## src/design/ipsa_pkg.sv

```systemverilog
// Shared constants and helpers for the IPS/IPS32 patch stream applier.
package ipsa_pkg;

    localparam int ADDR_BITS = 32;
    localparam logic [32:0] ADDR_SPAN = 33'(1) << ADDR_BITS;

    localparam logic [1:0] KIND_WRITE  = 2'd0;
    localparam logic [1:0] KIND_FILL   = 2'd1;
    localparam logic [1:0] KIND_END    = 2'd2;
    localparam logic [1:0] KIND_REJECT = 2'd3;

    localparam logic [1:0] REG_PROTECTED_SIZE = 2'd0;
    localparam logic [1:0] REG_LOAD_OFFSET    = 2'd1;
    localparam logic [1:0] REG_MAPPED_SIZE    = 2'd2;

    localparam logic [2:0] PH_IDLE = 3'd0;
    localparam logic [2:0] PH_HEAD = 3'd1;
    localparam logic [2:0] PH_OFFS = 3'd2;
    localparam logic [2:0] PH_SIZE = 3'd3;
    localparam logic [2:0] PH_RLEN = 3'd4;
    localparam logic [2:0] PH_RVAL = 3'd5;
    localparam logic [2:0] PH_DATA = 3'd6;

    localparam logic [31:0] TAIL_IPS   = 32'h0045_4F46;
    localparam logic [31:0] TAIL_IPS32 = 32'h4545_4F46;

    localparam logic [2:0] HEAD_LAST = 3'd4;

    function automatic logic [7:0] magic_ips(input logic [2:0] idx);
        logic [7:0] b;
        case (idx)
            3'd0:    b = 8'h50;
            3'd1:    b = 8'h41;
            3'd2:    b = 8'h54;
            3'd3:    b = 8'h43;
            3'd4:    b = 8'h48;
            default: b = 8'h00;
        endcase
        return b;
    endfunction

    function automatic logic [7:0] magic_ips32(input logic [2:0] idx);
        logic [7:0] b;
        case (idx)
            3'd0:    b = 8'h49;
            3'd1:    b = 8'h50;
            3'd2:    b = 8'h53;
            3'd3:    b = 8'h33;
            3'd4:    b = 8'h32;
            default: b = 8'h00;
        endcase
        return b;
    endfunction

endpackage

```

## src/design/ips_patch_stream_applier_core.sv

```systemverilog
// Top level of the IPS/IPS32 patch stream applier: byte parser and write command output.
//
// Usage:
//   Input channel (i_valid/o_ready) carries one patch byte per transaction, with
//   i_file_start set on the first header byte of each file. The output channel
//   (o_valid/i_ready) carries write commands: byte write, fill run, end of patch
//   or header rejected. Most bytes (header, offset, size) produce no transaction.
//   Registers (protected size, load offset, mapped size) sit on an APB-style
//   port at byte addresses 0, 4 and 8; pready is always high.
//   A command appears on the outputs in the cycle after the byte that causes
//   it is accepted. Throughput: one byte per cycle while o_ready is high, set by
//   the single parse step between the parser state and the output register.
//   The output register is taken and refilled in the same cycle, so a stalled
//   receiver blocks input only while a command is waiting and i_ready is low.
//   Reset (synchronous, active low) clears the registers to zero, drops any
//   waiting command and returns the parser to idle, where bytes without
//   i_file_start are ignored.
module ips_patch_stream_applier_core
    import ipsa_pkg::*;
(
    input  logic        i_clk,
    input  logic        i_rst_n,
    input  logic        i_valid,
    output logic        o_ready,
    input  logic [7:0]  i_patch_byte,
    input  logic        i_file_start,
    output logic        o_valid,
    input  logic        i_ready,
    output logic [1:0]  o_out_kind,
    output logic [31:0] o_write_address,
    output logic [15:0] o_write_length,
    output logic [7:0]  o_write_data,
    input  logic        psel,
    input  logic        penable,
    input  logic        pwrite,
    input  logic [3:0]  paddr,
    input  logic [31:0] pwdata,
    output logic [31:0] prdata,
    output logic        pready
);

    logic [31:0] r_protected_size;
    logic [31:0] r_load_offset;
    logic [31:0] r_mapped_size;

    logic [2:0]  r_phase, n_phase;
    logic        r_wide, n_wide;
    logic [2:0]  r_count, n_count;
    logic [31:0] r_shift, n_shift;
    logic [32:0] r_record_address, n_record_address;
    logic [15:0] r_bytes_left, n_bytes_left;
    logic        r_hit_ips, n_hit_ips;
    logic        r_hit_ips32, n_hit_ips32;

    logic        r_out_valid;
    logic [1:0]  r_out_kind;
    logic [31:0] r_out_address;
    logic [15:0] r_out_length;
    logic [7:0]  r_out_data;

    logic        n_emit;
    logic [1:0]  n_kind;
    logic [31:0] n_address;
    logic [15:0] n_length;

    logic        in_fire;
    logic        cfg_write;

    logic [2:0]  h_phase;
    logic [2:0]  h_count;
    logic        h_hit_ips;
    logic        h_hit_ips32;

    logic [32:0] lim;
    logic [32:0] prot_x;
    logic [32:0] load_x;

    logic [32:0] f_end;
    logic        f_below;
    logic        f_drop;
    logic [32:0] f_o2;
    logic [32:0] f_trim;
    logic [15:0] f_len2;
    logic [32:0] f_a;
    logic [32:0] f_rem;
    logic [15:0] f_len3;
    logic        f_emit;

    logic [32:0] d_a;
    logic        d_emit;
    logic [15:0] d_left;

    assign pready    = 1'b1;
    assign cfg_write = psel && penable && pwrite && pready;
    assign in_fire   = i_valid && o_ready;
    assign o_ready   = !r_out_valid || i_ready;

    always_ff @(posedge i_clk) begin
        if (!i_rst_n) begin
            r_protected_size <= '0;
            r_load_offset    <= '0;
            r_mapped_size    <= '0;
        end else if (cfg_write) begin
            case (paddr[3:2])
                REG_PROTECTED_SIZE: r_protected_size <= pwdata;
                REG_LOAD_OFFSET:    r_load_offset    <= pwdata;
                REG_MAPPED_SIZE:    r_mapped_size    <= pwdata;
                default: ;
            endcase
        end
    end

    always_comb begin
        case (paddr[3:2])
            REG_PROTECTED_SIZE: prdata = r_protected_size;
            REG_LOAD_OFFSET:    prdata = r_load_offset;
            REG_MAPPED_SIZE:    prdata = r_mapped_size;
            default:            prdata = '0;
        endcase
    end

    assign prot_x = {1'b0, r_protected_size};
    assign load_x = {1'b0, r_load_offset};
    assign lim    = ({1'b0, r_mapped_size} < ADDR_SPAN) ? {1'b0, r_mapped_size} : ADDR_SPAN;

    assign f_end   = r_record_address + {17'd0, r_bytes_left};
    assign f_below = r_record_address < prot_x;
    assign f_drop  = f_below && !(f_end > prot_x);
    assign f_o2    = f_below ? prot_x : r_record_address;
    assign f_trim  = f_end - prot_x;
    assign f_len2  = f_below ? f_trim[15:0] : r_bytes_left;
    assign f_a     = f_o2 - load_x;
    assign f_rem   = lim - f_a;
    assign f_len3  = ({17'd0, f_len2} > f_rem) ? f_rem[15:0] : f_len2;
    assign f_emit  = !f_drop && !(f_o2 < load_x) && !(f_a >= lim) && (f_len3 != 16'd0);

    assign d_a    = r_record_address - load_x;
    assign d_emit = !(r_record_address < prot_x) && !(r_record_address < load_x)
                    && (d_a < lim);
    assign d_left = r_bytes_left - 16'd1;

    assign h_phase     = i_file_start ? PH_HEAD : r_phase;
    assign h_count     = i_file_start ? 3'd0 : r_count;
    assign h_hit_ips   = i_file_start ? 1'b1 : r_hit_ips;
    assign h_hit_ips32 = i_file_start ? 1'b1 : r_hit_ips32;

    always_comb begin
        n_phase          = h_phase;
        n_wide           = r_wide;
        n_count          = h_count;
        n_shift          = r_shift;
        n_record_address = r_record_address;
        n_bytes_left     = r_bytes_left;
        n_hit_ips        = h_hit_ips;
        n_hit_ips32      = h_hit_ips32;
        n_emit           = 1'b0;
        n_kind           = KIND_WRITE;
        n_address        = '0;
        n_length         = '0;
        case (h_phase)
            PH_HEAD: begin
                n_hit_ips   = h_hit_ips && (i_patch_byte == magic_ips(h_count));
                n_hit_ips32 = h_hit_ips32 && (i_patch_byte == magic_ips32(h_count));
                n_count     = h_count + 3'd1;
                if (h_count == HEAD_LAST) begin
                    if ((!n_hit_ips && !n_hit_ips32) || (r_load_offset > r_protected_size)) begin
                        n_phase = PH_IDLE;
                        n_emit  = 1'b1;
                        n_kind  = KIND_REJECT;
                    end else begin
                        n_wide  = n_hit_ips32;
                        n_phase = PH_OFFS;
                        n_count = 3'd0;
                        n_shift = '0;
                    end
                end
            end
            PH_OFFS: begin
                n_shift = {r_shift[23:0], i_patch_byte};
                n_count = r_count + 3'd1;
                if (n_count == (r_wide ? 3'd4 : 3'd3)) begin
                    if (n_shift == (r_wide ? TAIL_IPS32 : TAIL_IPS)) begin
                        n_phase = PH_IDLE;
                        n_emit  = 1'b1;
                        n_kind  = KIND_END;
                    end else begin
                        n_record_address = {1'b0, n_shift};
                        n_phase          = PH_SIZE;
                        n_count          = 3'd0;
                        n_bytes_left     = '0;
                    end
                end
            end
            PH_SIZE, PH_RLEN: begin
                n_bytes_left = {r_bytes_left[7:0], i_patch_byte};
                n_count      = r_count + 3'd1;
                if (n_count == 3'd2) begin
                    n_count = 3'd0;
                    if (r_phase == PH_RLEN) begin
                        n_phase = PH_RVAL;
                    end else begin
                        n_phase = (n_bytes_left == 16'd0) ? PH_RLEN : PH_DATA;
                    end
                end
            end
            PH_RVAL: begin
                n_phase   = PH_OFFS;
                n_count   = 3'd0;
                n_shift   = '0;
                n_emit    = f_emit;
                n_kind    = KIND_FILL;
                n_address = f_a[31:0];
                n_length  = f_len3;
            end
            PH_DATA: begin
                n_record_address = r_record_address + 33'd1;
                n_bytes_left     = d_left;
                if (d_left == 16'd0) begin
                    n_phase = PH_OFFS;
                    n_count = 3'd0;
                    n_shift = '0;
                end
                n_emit    = d_emit;
                n_kind    = KIND_WRITE;
                n_address = d_a[31:0];
                n_length  = 16'd1;
            end
            default: begin
                n_phase = PH_IDLE;
            end
        endcase
    end

    always_ff @(posedge i_clk) begin
        if (!i_rst_n) begin
            r_phase          <= PH_IDLE;
            r_wide           <= 1'b0;
            r_count          <= '0;
            r_shift          <= '0;
            r_record_address <= '0;
            r_bytes_left     <= '0;
            r_hit_ips        <= 1'b0;
            r_hit_ips32      <= 1'b0;
        end else if (in_fire) begin
            r_phase          <= n_phase;
            r_wide           <= n_wide;
            r_count          <= n_count;
            r_shift          <= n_shift;
            r_record_address <= n_record_address;
            r_bytes_left     <= n_bytes_left;
            r_hit_ips        <= n_hit_ips;
            r_hit_ips32      <= n_hit_ips32;
        end
    end

    always_ff @(posedge i_clk) begin
        if (!i_rst_n) begin
            r_out_valid <= 1'b0;
        end else if (in_fire && n_emit) begin
            r_out_valid <= 1'b1;
        end else if (i_ready) begin
            r_out_valid <= 1'b0;
        end
    end

    always_ff @(posedge i_clk) begin
        if (in_fire && n_emit) begin
            r_out_kind    <= n_kind;
            r_out_address <= n_address;
            r_out_length  <= n_length;
            r_out_data    <= (n_kind inside {KIND_WRITE, KIND_FILL}) ? i_patch_byte : 8'd0;
        end
    end

    assign o_valid         = r_out_valid;
    assign o_out_kind      = r_out_kind;
    assign o_write_address = r_out_address;
    assign o_write_length  = r_out_length;
    assign o_write_data    = r_out_data;

    assert property (@(posedge i_clk) disable iff (!i_rst_n)
        !o_ready |-> o_valid)
        else $error("input stalled without a waiting command");

    assert property (@(posedge i_clk) disable iff (!i_rst_n)
        o_valid && (o_out_kind == KIND_END || o_out_kind == KIND_REJECT)
        |-> o_write_address == 32'd0 && o_write_length == 16'd0 && o_write_data == 8'd0)
        else $error("status command carries payload");

    assert property (@(posedge i_clk) disable iff (!i_rst_n)
        o_valid && o_out_kind == KIND_WRITE |-> o_write_length == 16'd1)
        else $error("byte write length not one");

    assert property (@(posedge i_clk) disable iff (!i_rst_n)
        o_valid && o_out_kind == KIND_FILL |-> o_write_length != 16'd0)
        else $error("empty fill issued");

    assert property (@(posedge i_clk) disable iff (!i_rst_n)
        in_fire && n_emit && (n_kind == KIND_END || n_kind == KIND_REJECT)
        |=> r_phase == PH_IDLE)
        else $error("parser not idle after end or reject");

endmodule

```

## config.mk

```make
export PLATFORM = sky130hd
export DESIGN_NAME = ips_patch_stream_applier_core
export DESIGN_NICKNAME = d
export VERILOG_FILES = /design/src/design/ipsa_pkg.sv /design/src/design/ips_patch_stream_applier_core.sv
export SDC_FILE = /design/constraint.sdc
export NUM_CORES = 1
export LEC_CHECK = 0
export BUFFER_PORTS_ARGS = -buffer_cell sky130_fd_sc_hd__buf_2
export CAP_MARGIN = 0
export CORE_MARGIN = 2
export CORE_UTILIZATION = 28
export DETAILED_ROUTE_END_ITERATION = 6
export PLACE_DENSITY = 0.42
export SYNTH_ARGS = -nofsm -noshare
export SYNTH_HDL_FRONTEND = slang
export SYNTH_SLANG_ARGS = --single-unit
```

## constraint.sdc

```tcl
create_clock -name i_clk -period 27.7 [get_ports i_clk]
set_input_delay 5.54 -clock i_clk [delete_from_list [all_inputs] [get_ports i_clk]]
set_output_delay 5.54 -clock i_clk [all_outputs]
set_load 0.02 [all_outputs]
```

==> results_dict.tcl <==
set metrics [dict create \
    fin_setup_tns_ns 0 \
    io_buffer_count 141 \
    slowest_stage "buf_2" \
    clkTransAtPathRegs_ns 0.07 \
    die_w_um 288 \
    ir_drop_v 0.0000353 \
    path_class "in -> out" \
    cts-htree-levels 1 \
    drv_slew 0 \
    required_ns 22.16 \
    maxCapViolations 0 \
    core_um2 79300 \
    synth.distinct_cells 99 \
    syn_to_final_growth_pct 11.9 \
    start_util_pct 28.4 \
    yosysSeqAreaShare_pct 23.6 \
    start_kind "input port" \
    post_cts_resized 0 \
    io_pins 145 \
    drt_first_iter_violations 1596 \
    worstPathArrival_ns 7.66 \
    fin_ws_ns 14.50 \
    total_power_mw 1.27 \
    num_rows 103 \
    cts_tree "yes" \
    cts_buffers 31 \
    setup_viol 0 \
    wl_per_cell_um 22.0 \
    ant_nets 0 \
    synthFlopType "dfxtp_1" \
    leakage_nw 10.1 \
    syn_area_um2 22500 \
    dieArea_um2 82700 \
    gp_congestion 0.912 \
    rsz0062_at_grt "no" \
    dr.pass1.iters 5 \
    clock-sinks 237 \
    grt_max_degree 98 \
    overflow 0 \
    cts_root_buffer "clkbuf_16" \
    synth_nets 3315 \
    crit_path_cell_trace "buf_2, nor2b_2, buf_4, nand2_1, o21ai_0, buf_2" \
    synthCells 2998 \
    viasPerCell 5.46 \
    max-clock-path-buffers 3 \
    maxSlewHeadroom_pct 16.7 \
    syn_area_per_cell_um2 7.51 \
    clock.fmax_mhz 75.8 \
    worst_setup_path_end_kind "output port" \
    yosysWarnings 0 \
    cts_hold_buf 0 \
    outcome "completed" \
    skew_ns 0.0270 \
    synth_edf_count 58 \
    final_hold_viol_count 0 \
    layout_common_cells "nand2_1, a21oi_1, ha_1" \
    worst_skew_pair.late_latency_ns 0.62 \
    final_common_cell "nand2_1" \
    max_stage_delay_ns 0.66 \
    postSynth.asyncResetShare_pct 0 \
    min_period_ns 13.20 \
    wl_um 90200 \
    grt_pass1_wl_um 133000 \
    cp_max_fo 37 \
    cp_common_cell "buf_2" \
    pre_cts_ws_ns 14.55 \
    synth-seq-cells 237 \
    die_y_um 288 \
    grt_use_total_pct 21.0 \
    hpwl_um 70700 \
    drc 0 \
    min_path_type "reg -> reg" \
    fin_nets 3350 \
    timing.final.crit_share_pct 47.6 \
    n_antenna_cell 0 \
    fillers 8497 \
    drive_gt1_share_pct 9.29 \
    worstMarginPinSlew_ns 1.24 \
    grt_pass1_vias 21272 \
    p_per_area_nw_per_um2 50.4 \
    via_count 22416 \
    antenna_found_initial 2 \
    post-cts-setup-buffer-count 0 \
]
## path summary, 6_finish.rpt
path | endpoint | slack (ns) | startpoint | cells after the start
worst min register to register | r_protected_size[14]$_SDFFE_PN0P_ | 0.47 | r_protected_size[14]$_SDFFE_PN0P_ | 2
worst max-delay path | prdata[19] | 14.50 | paddr[3] | 6
worst max register to register | o_write_address[2]$_DFFE_PP_ | 15.59 | r_protected_size[26]$_SDFFE_PN0P_ | 41
worst min-delay path | r_protected_size[14]$_SDFFE_PN0P_ | 0.47 | r_protected_size[14]$_SDFFE_PN0P_ | 2
## where the power goes
part	leakage, nW	switching (mW)	internal [mW]
logic	7.61	0.318	0.171
registers	1.99	0.00675	0.358
clock network	0.513	0.171	0.246
total	10.1	0.495	0.775
## area by class of cell
class,instances,area (um^2),area share [%]
Clock buffer,47,920,3.65
Clock inverter,10,115,0.457
Inverter,159,599,2.38
Multi-Input combinational cell,2434,16000,63.5
Sequential cell,237,5330,21.1
Tap cell,1050,1310,5.22
Timing Repair Buffer,170,923,3.67
## synth_stat cells (10+ instances only)
| cell type | instances | share of area (%) |
|---|---|---|
| buf_1 | 18 | 0.30 |
| a221oi_1 | 10 | 0.39 |
| xnor2_1 | 83 | 3.2 |
| and2_1 | 22 | 0.61 |
| ha_1 | 260 | 14 |
| xor2_1 | 52 | 2.0 |
| nand2_1 | 444 | 7.4 |
| nand2b_1 | 57 | 1.6 |
| o21ai_1 | 10 | 0.22 |
| and4_1 | 10 | 0.39 |
| a21oi_1 | 296 | 6.6 |
| o211ai_1 | 13 | 0.43 |
| a21o_1 | 72 | 2.4 |
| nor4_1 | 18 | 0.50 |
| a211oi_1 | 57 | 1.9 |
| o2111ai_1 | 11 | 0.43 |
| nor2_1 | 196 | 3.3 |
| o21a_1 | 31 | 1.0 |
| clkbuf_1 | 136 | 2.3 |
| o21bai_1 | 22 | 0.73 |
| nand3_1 | 93 | 2.1 |
| dfxtp_1 | 179 | 16 |
| a21boi_0 | 11 | 0.37 |
| and3_1 | 24 | 0.67 |
| o22ai_1 | 10 | 0.28 |
| mux2_2 | 13 | 0.65 |
| a31oi_1 | 20 | 0.56 |
| nor3_1 | 48 | 1.1 |
| or3_1 | 13 | 0.36 |
| mux2i_1 | 38 | 1.7 |
| buf_2 | 12 | 0.27 |
| a22oi_1 | 20 | 0.67 |
| o21ai_0 | 210 | 4.7 |
| edfxtp_1 | 58 | 7.7 |
| nor2b_1 | 33 | 0.92 |
| o31ai_1 | 20 | 0.67 |
| inv_1 | 158 | 2.6 |
| nand4_1 | 53 | 1.5 |
## kinds of logic (layout without fill, tap and decap cells)
kind of cell	count (synthesis)	count (layout)	share of synthesized area, %
AND/OR/NAND/NOR	1062	1062	22.2
AO/OA/AOI/OAI	912	912	25.5
buffers and inverters	327	386	5.57
adder cells (fa/ha/maj)	270	270	15.1
flip-flops	237	237	23.6
XOR/XNOR	138	138	5.56
multiplexers	51	51	2.34
other	1	1	0.0167
## metal layers
metal / up-vias / global-route usage [%] / wire length (um)
met5: - / 0 / 0
met1: 10800 / 30.1 / 43300
met2: 632 / 33.7 / 40200
met3: 91 / 1.88 / 4510
li1: 10893 / - / -
met4: 0 / 5.46 / 2210
## registers in the layout, indices dropped and copies added, names as in the netlist, 8 cells and up
name and flops:
o_write_length 16, r_protected_size 32, r_bytes_left 16, r_mapped_size 32, r_shift 24, o_write_data 8
o_write_address 32, r_load_offset 32, r_record_address 33
## per-stage QoR
| step | util [%] | cell area (um^2) | hold slack, ns | std cells |
|---|---|---|---|---|
| 2_1_floorplan | - | 22500 | 0.449 | 2998 |
| 3_3_place_gp | 30.5 | 24200 | 0.458 | 4050 |
| 3_5_place_dp | 30.5 | 24200 | 0.461 | 4050 |
| 4_1_cts | 31.8 | 25200 | 0.470 | 4107 |
| 5_1_grt | 31.8 | 25200 | 0.488 | 4107 |
| 6_report | 31.8 | 25200 | 0.470 | 4107 |
## worst max-delay path: cells and delay by family
kind	cells	cell delay [ns]
buffers and inverters	3	1.44
and+or+nand+nor	2	0.36
AOI/OAI and AO/OA	1	0.27
Power figures use the tool's default switching activity.
